===== config.mk =====
export PLATFORM = sky130hd
export DESIGN_NAME = bounded_list_with_overwrite_flat
export DESIGN_NICKNAME = d
export VERILOG_FILES = /design/src/hdl/blist_pkg.sv /design/src/hdl/blist_chan_if.sv /design/src/hdl/blist_ram.sv /design/src/hdl/blist_ctrl.sv /design/src/hdl/blist_datapath.sv /design/src/hdl/bounded_list_with_overwrite.sv /design/src/flat_wrapper.sv
export SDC_FILE = /design/constraint.sdc
export NUM_CORES = 1
export LEC_CHECK = 0
export BUFFER_PORTS_ARGS = -buffer_cell sky130_fd_sc_hd__buf_2
export CAP_MARGIN = 20
export CORE_ASPECT_RATIO = 1.1
export CORE_MARGIN = 2
export CORE_UTILIZATION = 50
export DETAILED_ROUTE_END_ITERATION = 10
export GPL_ROUTABILITY_DRIVEN = 0
export PLACE_DENSITY = 0.65
export RECOVER_POWER = 25
export SYNTH_ARGS = -nofsm -noshare
export SYNTH_HDL_FRONTEND = slang
export SYNTH_SLANG_ARGS = --single-unit

===== constraint.sdc =====
create_clock -name clk -period 6.3 [get_ports clk]
set_input_delay 0.63 -clock clk [delete_from_list [all_inputs] [get_ports clk]]
set_output_delay 0.63 -clock clk [all_outputs]
set_load 0.05 [all_outputs]

===== src/hdl/blist_pkg.sv =====
// Shared types and constants of the bounded list with overwrite.
package blist_pkg;

	typedef logic [3:0] req_code_t;

	localparam req_code_t REQ_READ_AT    = 4'd0;
	localparam req_code_t REQ_PEEK_FIRST = 4'd1;
	localparam req_code_t REQ_PEEK_LAST  = 4'd2;
	localparam req_code_t REQ_ADD_FIRST  = 4'd3;
	localparam req_code_t REQ_ADD_LAST   = 4'd4;
	localparam req_code_t REQ_TAKE_FIRST = 4'd5;
	localparam req_code_t REQ_TAKE_LAST  = 4'd6;
	localparam req_code_t REQ_TAKE_AT    = 4'd7;
	localparam req_code_t REQ_TAKE_VALUE = 4'd8;

	typedef struct packed {
		req_code_t   req_type;
		logic [3:0]  position;
		logic [31:0] word_in;
	} req_t;

	typedef struct packed {
		logic        found;
		logic [31:0] word_out;
		logic        dropped;
		logic [31:0] dropped_word;
		logic [4:0]  entry_count;
	} rsp_t;

	typedef enum logic [2:0] {
		SEL_ZERO  = 3'd0,
		SEL_POS   = 3'd1,
		SEL_LAST  = 3'd2,
		SEL_IDX   = 3'd3,
		SEL_IDX1  = 3'd4,
		SEL_TOP   = 3'd5,
		SEL_COUNT = 3'd6
	} sel_t;

	typedef struct packed {
		logic load_req;
		logic rd_en;
		sel_t rd_sel;
		logic wr_en;
		sel_t wr_sel;
		logic wr_from_ram;
		logic cap_found;
		logic cap_dropped;
		logic head_inc;
		logic head_dec;
		logic count_inc;
		logic count_dec;
		logic idx_load_pos;
		logic idx_clear;
		logic idx_inc;
		logic out_load;
	} cmd_t;

	typedef struct packed {
		req_code_t req;
		logic      full;
		logic      empty;
		logic      pos_ok;
		logic      idx1_lt;
		logic      idx2_lt;
		logic      match;
		logic      out_free;
	} stat_t;

endpackage


===== src/hdl/blist_chan_if.sv =====
// Valid/ready channel interface carrying one payload per transaction.
interface blist_chan_if #(
	parameter type payload_t = logic
);
	logic     valid;
	logic     ready;
	payload_t data;

	modport source (output valid, output data, input ready);
	modport sink (input valid, input data, output ready);
endinterface


===== src/hdl/blist_ram.sv =====
// Generic single write port, single read port RAM with registered read data.
module blist_ram #(
	parameter int WIDTH = 32,
	parameter int DEPTH = 16
) (
	input  logic                     clk,
	input  logic                     wr_en,
	input  logic [$clog2(DEPTH)-1:0] wr_addr,
	input  logic [WIDTH-1:0]         wr_data,
	input  logic                     rd_en,
	input  logic [$clog2(DEPTH)-1:0] rd_addr,
	output logic [WIDTH-1:0]         rd_data
);
	logic [WIDTH-1:0] mem_q [DEPTH];
	logic [WIDTH-1:0] rd_data_q;

	always_ff @(posedge clk) begin
		if (wr_en) begin
			mem_q[wr_addr] <= wr_data;
		end
		if (rd_en) begin
			rd_data_q <= mem_q[rd_addr];
		end
	end

	assign rd_data = rd_data_q;
endmodule


===== src/hdl/blist_ctrl.sv =====
// Controller state machine that sequences each list request.
module blist_ctrl (
	input  logic             clk,
	input  logic             arst_n,
	input  logic             in_valid,
	output logic             in_ready,
	input  blist_pkg::stat_t stat,
	output blist_pkg::cmd_t  cmd
);
	import blist_pkg::*;

	typedef enum logic [7:0] {
		ST_IDLE   = 8'b0000_0001,
		ST_DECODE = 8'b0000_0010,
		ST_FETCH  = 8'b0000_0100,
		ST_SH_RD  = 8'b0000_1000,
		ST_SH_WR  = 8'b0001_0000,
		ST_SC_RD  = 8'b0010_0000,
		ST_SC_CMP = 8'b0100_0000,
		ST_FINISH = 8'b1000_0000
	} ctrl_state_t;

	ctrl_state_t state_q;
	ctrl_state_t state_d;

	always_ff @(posedge clk or negedge arst_n) begin
		if (!arst_n) begin
			state_q <= ST_IDLE;
		end else begin
			state_q <= state_d;
		end
	end

	assign in_ready = (state_q == ST_IDLE);

	always_comb begin
		cmd     = '0;
		state_d = state_q;
		unique case (state_q)
			ST_IDLE: begin
				if (in_valid) begin
					cmd.load_req = 1'b1;
					state_d      = ST_DECODE;
				end
			end
			ST_DECODE: begin
				state_d = ST_FINISH;
				unique case (stat.req)
					REQ_READ_AT: begin
						if (stat.pos_ok) begin
							cmd.rd_en  = 1'b1;
							cmd.rd_sel = SEL_POS;
							state_d    = ST_FETCH;
						end
					end
					REQ_PEEK_FIRST, REQ_TAKE_FIRST: begin
						if (!stat.empty) begin
							cmd.rd_en  = 1'b1;
							cmd.rd_sel = SEL_ZERO;
							state_d    = ST_FETCH;
						end
					end
					REQ_PEEK_LAST, REQ_TAKE_LAST: begin
						if (!stat.empty) begin
							cmd.rd_en  = 1'b1;
							cmd.rd_sel = SEL_LAST;
							state_d    = ST_FETCH;
						end
					end
					REQ_ADD_FIRST: begin
						cmd.rd_en  = stat.full;
						cmd.rd_sel = SEL_TOP;
						state_d    = ST_FETCH;
					end
					REQ_ADD_LAST: begin
						cmd.rd_en  = stat.full;
						cmd.rd_sel = SEL_ZERO;
						state_d    = ST_FETCH;
					end
					REQ_TAKE_AT: begin
						if (stat.pos_ok) begin
							cmd.rd_en        = 1'b1;
							cmd.rd_sel       = SEL_POS;
							cmd.idx_load_pos = 1'b1;
							state_d          = ST_FETCH;
						end
					end
					REQ_TAKE_VALUE: begin
						if (!stat.empty) begin
							cmd.idx_clear = 1'b1;
							state_d       = ST_SC_RD;
						end
					end
					default: begin
						state_d = ST_FINISH;
					end
				endcase
			end
			ST_FETCH: begin
				state_d = ST_FINISH;
				unique case (stat.req)
					REQ_READ_AT, REQ_PEEK_FIRST, REQ_PEEK_LAST: begin
						cmd.cap_found = 1'b1;
					end
					REQ_TAKE_FIRST: begin
						cmd.cap_found = 1'b1;
						cmd.head_inc  = 1'b1;
						cmd.count_dec = 1'b1;
					end
					REQ_TAKE_LAST: begin
						cmd.cap_found = 1'b1;
						cmd.count_dec = 1'b1;
					end
					REQ_ADD_FIRST: begin
						cmd.cap_dropped = stat.full;
						cmd.wr_en       = 1'b1;
						cmd.wr_sel      = SEL_TOP;
						cmd.head_dec    = 1'b1;
						cmd.count_inc   = !stat.full;
					end
					REQ_ADD_LAST: begin
						cmd.cap_dropped = stat.full;
						cmd.wr_en       = 1'b1;
						cmd.wr_sel      = SEL_COUNT;
						cmd.head_inc    = stat.full;
						cmd.count_inc   = !stat.full;
					end
					REQ_TAKE_AT: begin
						cmd.cap_found = 1'b1;
						if (stat.idx1_lt) begin
							state_d = ST_SH_RD;
						end else begin
							cmd.count_dec = 1'b1;
						end
					end
					default: begin
						state_d = ST_FINISH;
					end
				endcase
			end
			ST_SH_RD: begin
				cmd.rd_en  = 1'b1;
				cmd.rd_sel = SEL_IDX1;
				state_d    = ST_SH_WR;
			end
			ST_SH_WR: begin
				cmd.wr_en       = 1'b1;
				cmd.wr_sel      = SEL_IDX;
				cmd.wr_from_ram = 1'b1;
				cmd.idx_inc     = 1'b1;
				if (stat.idx2_lt) begin
					state_d = ST_SH_RD;
				end else begin
					cmd.count_dec = 1'b1;
					state_d       = ST_FINISH;
				end
			end
			ST_SC_RD: begin
				cmd.rd_en  = 1'b1;
				cmd.rd_sel = SEL_IDX;
				state_d    = ST_SC_CMP;
			end
			ST_SC_CMP: begin
				if (stat.match) begin
					cmd.cap_found = 1'b1;
					if (stat.idx1_lt) begin
						state_d = ST_SH_RD;
					end else begin
						cmd.count_dec = 1'b1;
						state_d       = ST_FINISH;
					end
				end else if (stat.idx1_lt) begin
					cmd.idx_inc = 1'b1;
					state_d     = ST_SC_RD;
				end else begin
					state_d = ST_FINISH;
				end
			end
			ST_FINISH: begin
				if (stat.out_free) begin
					cmd.out_load = 1'b1;
					state_d      = ST_IDLE;
				end
			end
			default: begin
				state_d = ST_IDLE;
			end
		endcase
	end

`ifndef NO_ASSERTIONS
	a_shift_write_follows_read: assert property (@(posedge clk) disable iff (!arst_n)
		(state_q == ST_SH_WR) |-> ($past(state_q) == ST_SH_RD))
		else $error("Shift write without a preceding shift read.");

	a_fetch_follows_decode: assert property (@(posedge clk) disable iff (!arst_n)
		(state_q == ST_FETCH) |-> ($past(state_q) == ST_DECODE))
		else $error("Fetch state entered from somewhere other than decode.");
`endif
endmodule


===== src/hdl/blist_datapath.sv =====
// Datapath: request registers, circular list storage, pointers and result register.
module blist_datapath #(
	parameter int DEPTH      = 16,
	parameter int DATA_WIDTH = 32
) (
	input  logic             clk,
	input  logic             arst_n,
	input  blist_pkg::cmd_t  cmd,
	output blist_pkg::stat_t stat,
	input  blist_pkg::req_t  req_data,
	output blist_pkg::rsp_t  rsp_data,
	output logic             rsp_valid,
	input  logic             rsp_ready
);
	import blist_pkg::*;

	localparam int AW = $clog2(DEPTH);
	localparam int CW = $clog2(DEPTH + 1);
	localparam int PW = (CW > 4) ? CW : 4;
	localparam int SW = AW + 1;

	req_code_t             req_code_q;
	logic [3:0]            pos_q;
	logic [DATA_WIDTH-1:0] word_q;
	logic [AW-1:0]         head_q;
	logic [CW-1:0]         count_q;
	logic [CW-1:0]         idx_q;
	logic                  res_found_q;
	logic [DATA_WIDTH-1:0] res_word_q;
	logic                  res_dropped_q;
	logic [DATA_WIDTH-1:0] res_drop_word_q;
	logic                  out_valid_q;
	rsp_t                  out_data_q;

	logic [PW-1:0]         pos_ext;
	logic [CW-1:0]         count_m1;
	logic [CW-1:0]         idx_p1;
	logic [CW:0]           idx_p2;
	logic [CW-1:0]         rd_li;
	logic [CW-1:0]         wr_li;
	logic [AW-1:0]         rd_addr;
	logic [AW-1:0]         wr_addr;
	logic [DATA_WIDTH-1:0] wr_data;
	logic [DATA_WIDTH-1:0] ram_rdata;
	logic [63:0]           word_wide;
	logic [63:0]           res_word_wide;
	logic [63:0]           drop_word_wide;
	logic [15:0]           count_wide;

	function automatic logic [AW-1:0] phys(input logic [AW-1:0] head,
			input logic [CW-1:0] li);
		logic [SW-1:0] sum;
		sum = SW'(head) + SW'(li);
		if (sum >= SW'(DEPTH)) begin
			sum = sum - SW'(DEPTH);
		end
		return sum[AW-1:0];
	endfunction

	function automatic logic [CW-1:0] pick(input sel_t sel, input logic [CW-1:0] pos_idx,
			input logic [CW-1:0] last, input logic [CW-1:0] idx,
			input logic [CW-1:0] idx1, input logic [CW-1:0] cnt);
		logic [CW-1:0] li;
		unique case (sel)
			SEL_ZERO:  li = '0;
			SEL_POS:   li = pos_idx;
			SEL_LAST:  li = last;
			SEL_IDX:   li = idx;
			SEL_IDX1:  li = idx1;
			SEL_TOP:   li = CW'(DEPTH - 1);
			SEL_COUNT: li = cnt;
			default:   li = '0;
		endcase
		return li;
	endfunction

	assign pos_ext  = PW'(pos_q);
	assign count_m1 = count_q - CW'(1);
	assign idx_p1   = idx_q + CW'(1);
	assign idx_p2   = (CW + 1)'(idx_q) + (CW + 1)'(2);

	assign rd_li   = pick(cmd.rd_sel, pos_ext[CW-1:0], count_m1, idx_q, idx_p1, count_q);
	assign wr_li   = pick(cmd.wr_sel, pos_ext[CW-1:0], count_m1, idx_q, idx_p1, count_q);
	assign rd_addr = phys(head_q, rd_li);
	assign wr_addr = phys(head_q, wr_li);
	assign wr_data = cmd.wr_from_ram ? ram_rdata : word_q;

	blist_ram #(
		.WIDTH (DATA_WIDTH),
		.DEPTH (DEPTH)
	) u_ram (
		.clk     (clk),
		.wr_en   (cmd.wr_en),
		.wr_addr (wr_addr),
		.wr_data (wr_data),
		.rd_en   (cmd.rd_en),
		.rd_addr (rd_addr),
		.rd_data (ram_rdata)
	);

	always_comb begin
		stat          = '0;
		stat.req      = req_code_q;
		stat.full     = (count_q == CW'(DEPTH));
		stat.empty    = (count_q == '0);
		stat.pos_ok   = (pos_ext < PW'(count_q));
		stat.idx1_lt  = (idx_p1 < count_q);
		stat.idx2_lt  = (idx_p2 < (CW + 1)'(count_q));
		stat.match    = (ram_rdata == word_q);
		stat.out_free = !out_valid_q || rsp_ready;
	end

	assign word_wide = 64'(req_data.word_in);

	always_ff @(posedge clk) begin
		if (cmd.load_req) begin
			req_code_q <= req_data.req_type;
			pos_q      <= req_data.position;
			word_q     <= word_wide[DATA_WIDTH-1:0];
		end
		if (cmd.load_req) begin
			res_found_q     <= 1'b0;
			res_word_q      <= '0;
			res_dropped_q   <= 1'b0;
			res_drop_word_q <= '0;
		end else begin
			if (cmd.cap_found) begin
				res_found_q <= 1'b1;
				res_word_q  <= ram_rdata;
			end
			if (cmd.cap_dropped) begin
				res_dropped_q   <= 1'b1;
				res_drop_word_q <= ram_rdata;
			end
		end
		if (cmd.idx_load_pos) begin
			idx_q <= pos_ext[CW-1:0];
		end else if (cmd.idx_clear) begin
			idx_q <= '0;
		end else if (cmd.idx_inc) begin
			idx_q <= idx_p1;
		end
	end

	always_ff @(posedge clk or negedge arst_n) begin
		if (!arst_n) begin
			head_q  <= '0;
			count_q <= '0;
		end else begin
			if (cmd.head_inc) begin
				head_q <= (head_q == AW'(DEPTH - 1)) ? '0 : head_q + AW'(1);
			end else if (cmd.head_dec) begin
				head_q <= (head_q == '0) ? AW'(DEPTH - 1) : head_q - AW'(1);
			end
			if (cmd.count_inc) begin
				count_q <= count_q + CW'(1);
			end else if (cmd.count_dec) begin
				count_q <= count_m1;
			end
		end
	end

	assign res_word_wide  = 64'(res_word_q);
	assign drop_word_wide = 64'(res_drop_word_q);
	assign count_wide     = 16'(count_q);

	always_ff @(posedge clk or negedge arst_n) begin
		if (!arst_n) begin
			out_valid_q <= 1'b0;
		end else if (cmd.out_load) begin
			out_valid_q <= 1'b1;
		end else if (rsp_ready) begin
			out_valid_q <= 1'b0;
		end
	end

	always_ff @(posedge clk) begin
		if (cmd.out_load) begin
			out_data_q.found        <= res_found_q;
			out_data_q.word_out     <= res_word_wide[31:0];
			out_data_q.dropped      <= res_dropped_q;
			out_data_q.dropped_word <= drop_word_wide[31:0];
			out_data_q.entry_count  <= count_wide[4:0];
		end
	end

	assign rsp_valid = out_valid_q;
	assign rsp_data  = out_data_q;

`ifndef NO_ASSERTIONS
	a_count_bounded: assert property (@(posedge clk) disable iff (!arst_n)
		count_q <= CW'(DEPTH))
		else $error("Entry count exceeds the list depth.");

	a_no_pop_when_empty: assert property (@(posedge clk) disable iff (!arst_n)
		cmd.count_dec |-> (count_q != '0))
		else $error("Entry count decremented on an empty list.");

	a_no_result_overwrite: assert property (@(posedge clk) disable iff (!arst_n)
		cmd.out_load |-> (!out_valid_q || rsp_ready))
		else $error("Result register loaded while a transaction is still pending.");
`endif
endmodule


===== src/hdl/bounded_list_with_overwrite.sv =====
// Bounded ordered list with overwrite: one request transaction in, one result out.
// Reads, peeks, inserts, end removals: decode, fetch, then finish; rejected requests skip fetch.
// take_at then moves each entry behind the index forward one place, one at a time through the RAM;
// take_value reads and compares entries in order from the first, then does that shift after a match.
// One request at a time: the next is accepted the cycle after the result is stored.
// Reset clears the entry count, head pointer and control; storage is not cleared.
module bounded_list_with_overwrite #(
	parameter int DEPTH      = 16,
	parameter int DATA_WIDTH = 32
) (
	input logic          clk,
	input logic          arst_n,
	blist_chan_if.sink   req,
	blist_chan_if.source rsp
);
	import blist_pkg::*;

	cmd_t  cmd;
	stat_t stat;
	logic  in_ready;

	blist_ctrl u_ctrl (
		.clk      (clk),
		.arst_n   (arst_n),
		.in_valid (req.valid),
		.in_ready (in_ready),
		.stat     (stat),
		.cmd      (cmd)
	);

	blist_datapath #(
		.DEPTH      (DEPTH),
		.DATA_WIDTH (DATA_WIDTH)
	) u_datapath (
		.clk       (clk),
		.arst_n    (arst_n),
		.cmd       (cmd),
		.stat      (stat),
		.req_data  (req.data),
		.rsp_data  (rsp.data),
		.rsp_valid (rsp.valid),
		.rsp_ready (rsp.ready)
	);

	assign req.ready = in_ready;
endmodule

===== src/flat_wrapper.sv =====
// flat-port wrapper written by rule: the top's interface ports become plain ports
module bounded_list_with_overwrite_flat import blist_pkg::*;
#(
	parameter int DEPTH      = 16,
	parameter int DATA_WIDTH = 32
)
  (clk, arst_n, req_valid, req_data, req_ready, rsp_valid, rsp_data, rsp_ready);
  blist_chan_if req_i ();
  blist_chan_if rsp_i ();
  input logic clk;
  input logic arst_n;
  input wire logic [$bits(req_i.valid)-1:0] req_valid;
  input wire logic [$bits(req_i.data)-1:0] req_data;
  output wire logic [$bits(req_i.ready)-1:0] req_ready;
  output wire logic [$bits(rsp_i.valid)-1:0] rsp_valid;
  output wire logic [$bits(rsp_i.data)-1:0] rsp_data;
  input wire logic [$bits(rsp_i.ready)-1:0] rsp_ready;
  assign req_i.valid = req_valid;
  assign req_i.data = req_data;
  assign req_ready = req_i.ready;
  assign rsp_valid = rsp_i.valid;
  assign rsp_data = rsp_i.data;
  assign rsp_i.ready = rsp_ready;
  bounded_list_with_overwrite #(.DEPTH(DEPTH), .DATA_WIDTH(DATA_WIDTH)) u_core (.clk(clk), .arst_n(arst_n), .req(req_i), .rsp(rsp_i));
endmodule

; ---- Word level (Yosys, flattened, before mapping)
; Memories as Yosys holds them, arrays and structs flattened. A register that Yosys moved wholly into a read port is not among the register bits.
; Cells that the tools add are included.
[word_totals]
reg_bits = 21
mem_bits_rw = 512
inputBits = 5
out_inout_bits = 3
word_cells = 77
memories = 1
[mem_list]
columns = memory, depth, width, rd, rd_ports_with_merged_regs, write_ports, line_no
row1 = u_core.u_datapath.u_ram.mem_q, 16, 32, 1, 1, 1, blist_ram.sv:14  ; logic [WIDTH-1:0] mem_q [DEPTH];
[op_classes]
add_sub_neg = 5
magnitude_cmp = 5
n_eq_ne = 21
mux = 34
n_reduce_logical = 4
[op_table]
columns = op, count
row1 = one-hot mux 8 bit (8 select lines), 1
row2 = two-way mux 8 bit, 7
row3 = one-hot mux 5 bit (5 select lines), 2
row4 = equality test 32 x 1 -> 1 bit, 1
row5 = two-way mux 32 bit, 1
row6 = two-way mux 4 bit, 5
row7 = "equality test 3 bit, second input constant", 6
row8 = two-way mux 1 bit, 14
row9 = "equality test 3 x 2 -> 1 bit, second input constant", 4
row10 = one-hot mux 4 bit (3 select lines), 1
row11 = "greater-or-equal comparator 5 bit, second input constant", 2
row12 = "equality test 8 x 1 -> 1 bit, second input constant", 1
row13 = "equality test 8 x 2 -> 1 bit, second input constant", 1
row14 = "equality test 8 x 3 -> 1 bit, second input constant", 1
row15 = "equality test 8 x 4 -> 1 bit, second input constant", 1
row16 = "equality test 8 x 5 -> 1 bit, second input constant", 1
row17 = "equality test 8 x 6 -> 1 bit, second input constant", 1
row18 = "equality test 8 x 7 -> 1 bit, second input constant", 1
row19 = "equality test 8 bit, second input constant", 1
row20 = "subtractor 4 x 1 -> 4 bit, second input constant", 2
row21 = "adder 5 x 2 -> 6 bit, second input constant", 1
row22 = < comparator 6 x 5 -> 1 bit, 1
row23 = "adder 5 x 1 -> 5 bit, second input constant", 1
row24 = "< comparator 1 x 5 -> 1 bit, first input constant", 1
row25 = 10 further kinds, 11

; ---- Longest topological paths before layout
; Gate-level depths: netlist of run 1.
[logic_depth]
depth_word = 7
ltp_mapped = 15

; ---- Hierarchy
; Synthesis of run 1 repeated with hierarchy kept, for this count alone.
[unflattened]
cells_unflattened = 1568
hier_area_um2 = 29135.4
[modules_own_cells]
columns = module, instances, cells_each, area_each_um2, seq_area_each_um2
row1 = blist_ram, 1, 838, 20155.6, 16335.7
row2 = blist_datapath, 1, 622, 8176.6, 5044.8
row3 = blist_ctrl, 1, 107, 799.5, 201.4
row4 = bounded_list_with_overwrite, 1, 1, 3.8, 0.0

; ---- Least setup slack after synthesis of run 1
; Ideal clock, no wire load.
[synth_path]
path_type = reg-to-reg
start = register u_core.u_ctrl.state_q[2]
end = memory u_core.u_datapath.u_ram.mem_q[0][0] (enable)
setup_time_ps = 461
arrival_time_ps = 3942
required_time_ps = 5839
path_slack_ps = 1897
stages_incl_launch_ff = 8
cell_sequence = dfrtp_1 buf_6 nor4_4 and4b_1 clkbuf_1 inv_1 or3_1 nor3_1
[synth_between]
elab_chain_cells = 6
[synth_rtl]
columns = item, line_no
row1 = from (decl), blist_ctrl.sv:23  ; ctrl_state_t state_q;
row2 = from (signal assigned), blist_ctrl.sv:30  ; state_q <= state_d;
row3 = equality test 8 x 5 -> 1 bit *, blist_ctrl.sv:39  ; unique case (state_q)
row4 = two-way mux 4 bit *, n/a
row5 = equality test 3 bit / equality test 3 x 2 -> 1 bit (equally long branches), blist_datapath.sv:64  ; unique case (sel)
row6 = one-hot mux 5 bit (5 select lines), blist_datapath.sv:64
row7 = subtractor 4 x 1 -> 4 bit / greater-or-equal comparator 5 bit (equally long branches), "blist_datapath.sv:55, blist_datapath.sv:54"
row8 = two-way mux 4 bit, blist_datapath.sv:54  ; if (sum >= SW'(DEPTH)) begin
row9 = to (decl), blist_ram.sv:14
; Mark *: on every way between the ends. The rest lies on a longest branch, timed or not.

; ---- Worst setup path after layout of run 1
[layout_path]
start = register u_core.u_ctrl.state_q[6]
end = register u_core.u_datapath.u_ram.rd_data_q[2] (netlist: u_core.u_datapath.u_ram.rd_data[2]), read port of u_core.u_datapath.u_ram.mem_q (data pin)
[layout_between]
elab_chain_cells = 6
[layout_rtl]
columns = item, line_no
row1 = "equality test 8 x 6 -> 1 bit, or another cell as far along", blist_ctrl.sv:39
row2 = one-hot mux 4 bit (3 select lines) *, blist_ctrl.sv:39
row3 = equality test 3 bit / equality test 3 x 2 -> 1 bit (equally long branches), blist_datapath.sv:64
row4 = one-hot mux 5 bit (5 select lines), blist_datapath.sv:64
row5 = subtractor 4 x 1 -> 4 bit / greater-or-equal comparator 5 bit (equally long branches), "blist_datapath.sv:55, blist_datapath.sv:54"
row6 = two-way mux 4 bit, blist_datapath.sv:54
row7 = to (decl), blist_ram.sv:15  ; logic [WIDTH-1:0] rd_data_q;
; Marks and branches as above.
; A chain may end at the register's enable or synchronous reset.

==> results.yml, run 1 <==
routing:
  vias_per_cell: 6.17
  vias: 13346
  detail_route.wl_per_cell_um: 25.3
  ant_nets: 0
  drt-total-wl_mm: 54.7
  dr.pass1.iters: 5
  drt_iter0_drc: 1405
  post-route-drc-count: 0
finish:
  drive_above_1_share: 0.0903
  synthToLayoutAreaGrowth_pct: 11.2
  final_core_util: 0.560
  final_common_cell: "edfxtp_1"
  fillers: 3557
  nNetsFinal: 1551
  final_cell_mix: "551 x edfxtp_1, 154 x nand2_1, 129 x or3_1"
cts:
  htree_levels: 2
  clk_pin_slew_ns: 0.06
  cts_root_buf: "clkbuf_16"
  numCtsBuffers: 54
  cts.sinks: 565
  clk_latency_ns: 0.60
  cts_resized: 0
  cts_tree: "yes"
  clockBufferDepth: 3
logic_synthesis:
  synth_ff_type: "edfxtp_1"
  synth-compound-area-share: 0.0852
  yosysSeqAreaShare: 0.740
  syn_nets: 1556
  ys_types: 54
  synth-xor-area-share: 0.00498
  synthArstFlopShare: 0.0248
  synth_top_family_by_area: "simple AND/OR/NAND/NOR gates"
  synth_area_um2: 22800
  synth-seq-cells: 565
  netlist_instances: 1538
  synthSimpleGateAreaFrac: 0.113
  synth_area_per_cell_um2: 14.9
  synthMuxAreaShare: 0.0285
  synth_warnings: 0
  synth-edff-count: 551
  synth-adder-area-share: 0.00712
status:
  status: "complete, no violations"
floorplan:
  die_h_um: 228
  die-area_um2: 47400
  die_width_um: 208
  ios: 8
  coreArea_um2: 45300
  num_rows: 82
  initial_utilization: 0.504
power_and_ir_drop:
  power_leakage_nw: 7.24
  ir_drop_v: 0.000196
  power_density_nw_per_um2: 294
timing:
  finalClockSkew_ns: 0.0115
  final_max_slew_viol_count: 0
  max_slew_margin: 0.263
  setup_violations: 0
  hold_violations: 0
  setup_tns_ns: 0
  rsz0062_at_grt: "no"
  fin_crit_sh: 0.743
  worst_pin_slew_ns: 1.10
  fmax_mhz: 214
  period_minus_slack_ns: 4.68
global_route:
  grt.total_usage: 0.229
  antenna_found_initial: 0
  grt_pass1_wl_mm: 82.1
  grt_pass1_vias: 13139
  globalRoute.totalOverflow: 0
  grt_max_degree: 193
setup_path:
  rr_endpoint: "u_core.u_datapath.u_ram.rd_data[2]"
  rr_startpoint: "u_core.u_ctrl.state_q[6]"
  start_kind: "flip-flop"
  end_kind: "flip-flop"
  rrSetupSlack_ns: 1.62
  cp.arrival_ns: 5.02
  reg2regPathDepth: 10
  worstPathRequired_ns: 6.64
  critPathKind: "flip-flop to flip-flop"
  cp_max_fo: 57
flow_run:
  drv_cap: 0
placement:
  dpl.hpwl_mm: 26.7
  numPortBuffers: 7
worst_hold_path:
  hold_path.startpoint: "req_data"
  hold_path_class: "primary input to flip-flop"
  hold_end: "u_core.u_datapath.word_q[0]"
  whs_path_depth: 1
[through the flow]
stage               cells  power (mW)  instance area, um^2  hold slack, ns  setup WS [ns]
floorplan            1538        4.24                22800           0.334           1.90
global placement     2064        4.25                23600           0.461           2.08
detailed placement   2064        4.26                23600           0.464           1.89
CTS                  2161        7.53                25400           0.193           1.85
global route         2161        7.67                25400           0.200           1.35
finish               2162        7.47                25400           0.218           1.62
[repair_timing]
item | 4_1_cts | 5_1_grt
buffers inserted | 0 | 0
hold buffers | 1 | 0
hold endpoints to repair | 13 | 0
[flip-flops by register name, indices dropped and copies added (netlist names)]
register and cells:
u_core.u_datapath.u_ram.mem_q 512, u_core.u_datapath.rsp_valid 1, u_core.u_datapath.rsp_data 1, u_core.u_datapath.u_ram.rd_data 32, u_core.u_datapath.word_q 1, u_core.u_datapath.idx_q 5, u_core.u_ctrl.state_q 8, u_core.u_datapath.count_q 5
[critical path: stages, from the launching register on]
cell,delay (ns)
dfrtp_1,0.41
nor4_1,0.64
and2_0,0.33
inv_1,0.14
ha_4,0.71
inv_1,0.33
nand2_4,0.44
buf_4,0.67
mux2i_1,0.29
a221oi_1,0.12
a32o_1,0.31
[cells in the mapped netlist (10+ instances only)]
library cell | instances | area (um^2)
xnor2_1 | 10 | 87.6
dfrtp_1 | 13 | 325
and2_1 | 35 | 219
nand2b_1 | 68 | 425
mux2i_1 | 65 | 651
ha_1 | 13 | 163
buf_2 | 30 | 150
a32o_1 | 34 | 340
o21ai_0 | 69 | 345
nand3_1 | 37 | 185
inv_1 | 12 | 45.0
or3_1 | 129 | 807
edfxtp_1 | 551 | 16500
nand2_1 | 155 | 582
a21oi_1 | 67 | 335
a221oi_1 | 64 | 561
nor2_1 | 21 | 78.8
clkbuf_1 | 68 | 255
a31oi_1 | 35 | 219
[power breakdown]
part           switching (mW)  leakage, nW  internal, mW
logic                  0.0535         2.36        0.0241
clock network            1.34        0.868          1.96
registers              0.0143         4.01          4.08
[worst max-delay path by stage]
stage                                  start  depth (start not counted)  slack, ns                                   to
floorplan           u_core.u_ctrl.state_q[2]                          7       1.90  u_core.u_datapath.u_ram.mem_q[0][0]
global placement    u_core.u_ctrl.state_q[6]                         10       2.08  u_core.u_datapath.u_ram.rd_data[12]
detailed placement  u_core.u_ctrl.state_q[2]                         10       1.89   u_core.u_datapath.u_ram.rd_data[2]
CTS                 u_core.u_ctrl.state_q[2]                         10       1.85   u_core.u_datapath.u_ram.rd_data[2]
global route        u_core.u_ctrl.state_q[6]                         10       1.35   u_core.u_datapath.u_ram.rd_data[2]
finish              u_core.u_ctrl.state_q[6]                         10       1.62   u_core.u_datapath.u_ram.rd_data[2]
[logic make-up after synthesis]
family | after synthesis
AOI/OAI and AO/OA | 284
xor gates and xnor gates | 13
adders and majority gates | 13
buffers and inverters | 115
DFF | 565
muxes | 65
and+or+nand+nor | 483
[final cells by class]
type | instances | area, um^2 | share of cell area
Multi-Input combinational cell | 858 | 5610 | 0.221
Antenna cell | 1 | 2.50 | 0.0000985
Timing Repair Buffer | 41 | 314 | 0.0124
Sequential cell | 565 | 16900 | 0.665
Inverter | 13 | 51.3 | 0.00202
Clock buffer | 68 | 1430 | 0.0561
Clock inverter | 28 | 363 | 0.0143
Tap cell | 588 | 736 | 0.0290
[routing by layer]
layer / track usage / share of wire / wire length, um / vias to the layer above
met5: 0 / 0 / 0 / -
met4: 0.0703 / 0.026 / 1420 / 0
met3: 0.0431 / 0.071 / 3870 / 108
met2: 0.379 / 0.49 / 26500 / 503
met1: 0.310 / 0.42 / 22800 / 6779
li1: - / - / - / 5956
No activity file was read; power rests on OpenSTA's default activity.
==> inputs of run 2 (changes only) <==
PLACE_DENSITY = 0.68   (was 0.65)
clock period = 4 ns   (was 6.3 ns; I/O delays follow)
==> run 2 against run 1 <==
  * Clock power grew 58%
  * Routed wire length shrank 2.4%
  * First-iteration DRC count shrank 14%
  * Clock-buffer cell count shrank 8
  * Flip-flop and latch count is the same
  * Combinational power grew 66%
  * Die area is the same
  * Largest cell class unchanged
  * Non-clock buffer count grew 21
  * Maximum frequency grew 25%
  * Highest routed layer unchanged
  * Sequential share of layout area shrank 1.3 points
  * Cell area grew 2.0%
  * Worst setup slack lost 1.4 ns
==> results.yml, run 2 (same netlist as run 1, synthesis figures left out) <==
status:
  status: "complete, no violations"
routing:
  post-route-drc-count: 0
  ant_nets: 0
  vias_per_cell: 6.09
  vias: 13327
  drt-total-wl_mm: 53.4
  drt_iter0_drc: 1209
  dr.pass1.iters: 7
  detail_route.wl_per_cell_um: 24.4
finish:
  fillers: 3465
  largest_reg_flops: 512
  nNetsFinal: 1573
  drive_above_1_share: 0.105
  ff_latch_area_um2: 16900
  final_common_cell: "edfxtp_1"
  largest_register: "u_core.u_datapath.u_ram.mem_q"
  multiInputGateArea_um2: 5670
  final_cell_mix: "551 x edfxtp_1, 154 x nand2_1, 129 x or3_1"
  synthToLayoutAreaGrowth_pct: 13.4
floorplan:
  initial_utilization: 0.504
  die_width_um: 208
  num_rows: 82
  coreArea_um2: 45300
  die-area_um2: 47400
  ios: 8
  die_h_um: 228
power_and_ir_drop:
  p_switching_mw: 2.26
  clockPowerShare: 0.442
  power_density_nw_per_um2: 456
  seq_power_share: 0.547
  power.switching_fraction: 0.191
  p_comb_frac: 0.011
  internal_power_mw: 9.55
  finalPower_mw: 11.8
  power_leakage_nw: 7.42
  ir_drop_v: 0.000260
setup_path:
  critPathKind: "flip-flop to flip-flop"
  critical_path.top_delay_family: "simple AND/OR/NAND/NOR gates"
  end_kind: "flip-flop"
  crit_path_max_incr_delay_ns: 0.49
  cp.arrival_ns: 4.08
  reg2regPathDepth: 13
  rr_endpoint: "u_core.u_datapath.u_ram.rd_data[6]"
  cp_max_fo: 26
  worstPathCellList: "nor4b_4 > and2_1 > inv_1 > ha_1 > inv_1 > nand4_1 > o211a_4 > buf_12 > buf_12 > or3_1 > a21oi_1 > a221oi_1 > a32o_1"
  start_kind: "flip-flop"
  cp_num_cells: 13
  cpMaxStageDelayCell: "dfrtp_1"
  cp-endpoint: "u_core.u_datapath.u_ram.rd_data[6]"
  rr_startpoint: "u_core.u_ctrl.state_q[2]"
  worstPathRequired_ns: 4.33
  crit_start: "u_core.u_ctrl.state_q[2]"
  cp_num_buf_inv: 4
  rrSetupSlack_ns: 0.25
timing:
  fin_crit_sh: 0.937
  period_minus_slack_ns: 3.75
  final_max_slew_viol_count: 0
  setup_tns_ns: 0
  rsz0062_at_grt: "no"
  setup_violations: 0
  worst_pin_slew_ns: 1.13
  setup_ws_ns: 0.252
  max_slew_margin: 0.249
  fmax_mhz: 267
  hold_violations: 0
  finalClockSkew_ns: 0.0148
cts:
  cts_tree: "yes"
  numCtsBuffers: 54
  cts_root_buf: "clkbuf_16"
  clk_pin_slew_ns: 0.06
  clockBufferDepth: 3
  clk_latency_ns: 0.59
  htree_levels: 2
  cts.sinks: 565
placement:
  preCtsSetupSlack_ns: 0.223
  dpl.hpwl_mm: 28.0
  numPortBuffers: 7
global_route:
  grt_pass1_wl_mm: 80.9
  grt_pass1_vias: 13327
  grt_max_degree: 132
  antenna_found_initial: 1
  grt.total_usage: 0.223
  globalRoute.totalOverflow: 0
flow_run:
  drv_cap: 0
worst_hold_path:
  hold_path_class: "primary input to flip-flop"
[run 2: timing repair]
item / CTS / global route
buffers inserted: 0 / 1
hold endpoints to repair: 15 / 0
setup endpoints to repair: 0 / 29
resized for setup: 0 / 2
hold buffers: 2 / 0
[run 2: routing by layer]
metal	GRT usage	part of all wire	vias up
li1	-	-	5997
met1	0.298	0.41	6729
met2	0.375	0.50	504
met3	0.0344	0.071	97
met4	0.0754	0.028	0
met5	0	0	-
[run 2: layout make-up]
| class | count | share of cell area |
|---|---|---|
| flip-flops and latches | 565 | 0.652 |
| diodes | 1 | 0.0000966 |
| clock buffers | 60 | 0.0538 |
| inverters | 13 | 0.00198 |
| repair buffers | 62 | 0.0286 |
| well taps | 588 | 0.0284 |
| clock inverters | 39 | 0.0160 |
| multi-input cells | 859 | 0.219 |
[run 2: worst min-delay path by stage]
stage          startpoint                      endpoint  slack (ns)  depth (start not counted)
6_report        req_valid      u_core.u_ctrl.state_q[1]        0.08                          2
4_1_cts         req_valid      u_core.u_ctrl.state_q[1]        0.06                          2
5_1_grt         req_valid      u_core.u_ctrl.state_q[1]        0.09                          2
3_5_place_dp       arst_n  u_core.u_datapath.count_q[2]        0.31                          1
3_3_place_gp       arst_n  u_core.u_datapath.count_q[2]        0.31                          1
2_1_floorplan      arst_n      u_core.u_ctrl.state_q[1]        0.10                          0
[run 2: worst reg2reg max path, cell delays in order (launching register included)]
cell,delay (ns)
dfrtp_1,0.49
nor4b_4,0.39
and2_1,0.27
inv_1,0.12
ha_1,0.26
inv_1,0.23
nand4_1,0.23
o211a_4,0.32
buf_12,0.23
buf_12,0.16
or3_1,0.30
a21oi_1,0.20
a221oi_1,0.08
a32o_1,0.23
[run 2: power groups by stage]
| stage | sequential (mW) | clock [mW] | combinational [mW] |
|---|---|---|---|
| after floorplan | 6.58 | 0 | 0.0913 |
| after global placement | 6.58 | 0 | 0.128 |
| after detailed placement | 6.58 | 0 | 0.131 |
| after CTS | 6.45 | 5.28 | 0.134 |
| after global routing | 6.46 | 5.51 | 0.142 |
| final | 6.46 | 5.22 | 0.129 |
[run 2: metrics by stage]
stage / util / instances / cell area (um^2) / hold slack [ns]
floorplan: - / 1538 / 22900 / 0.104
global placement: 0.531 / 2083 / 24100 / 0.310
detailed placement: 0.531 / 2083 / 24100 / 0.308
CTS: 0.571 / 2184 / 25900 / 0.0601
global route: 0.571 / 2186 / 25900 / 0.0895
finish: 0.571 / 2187 / 25900 / 0.0751
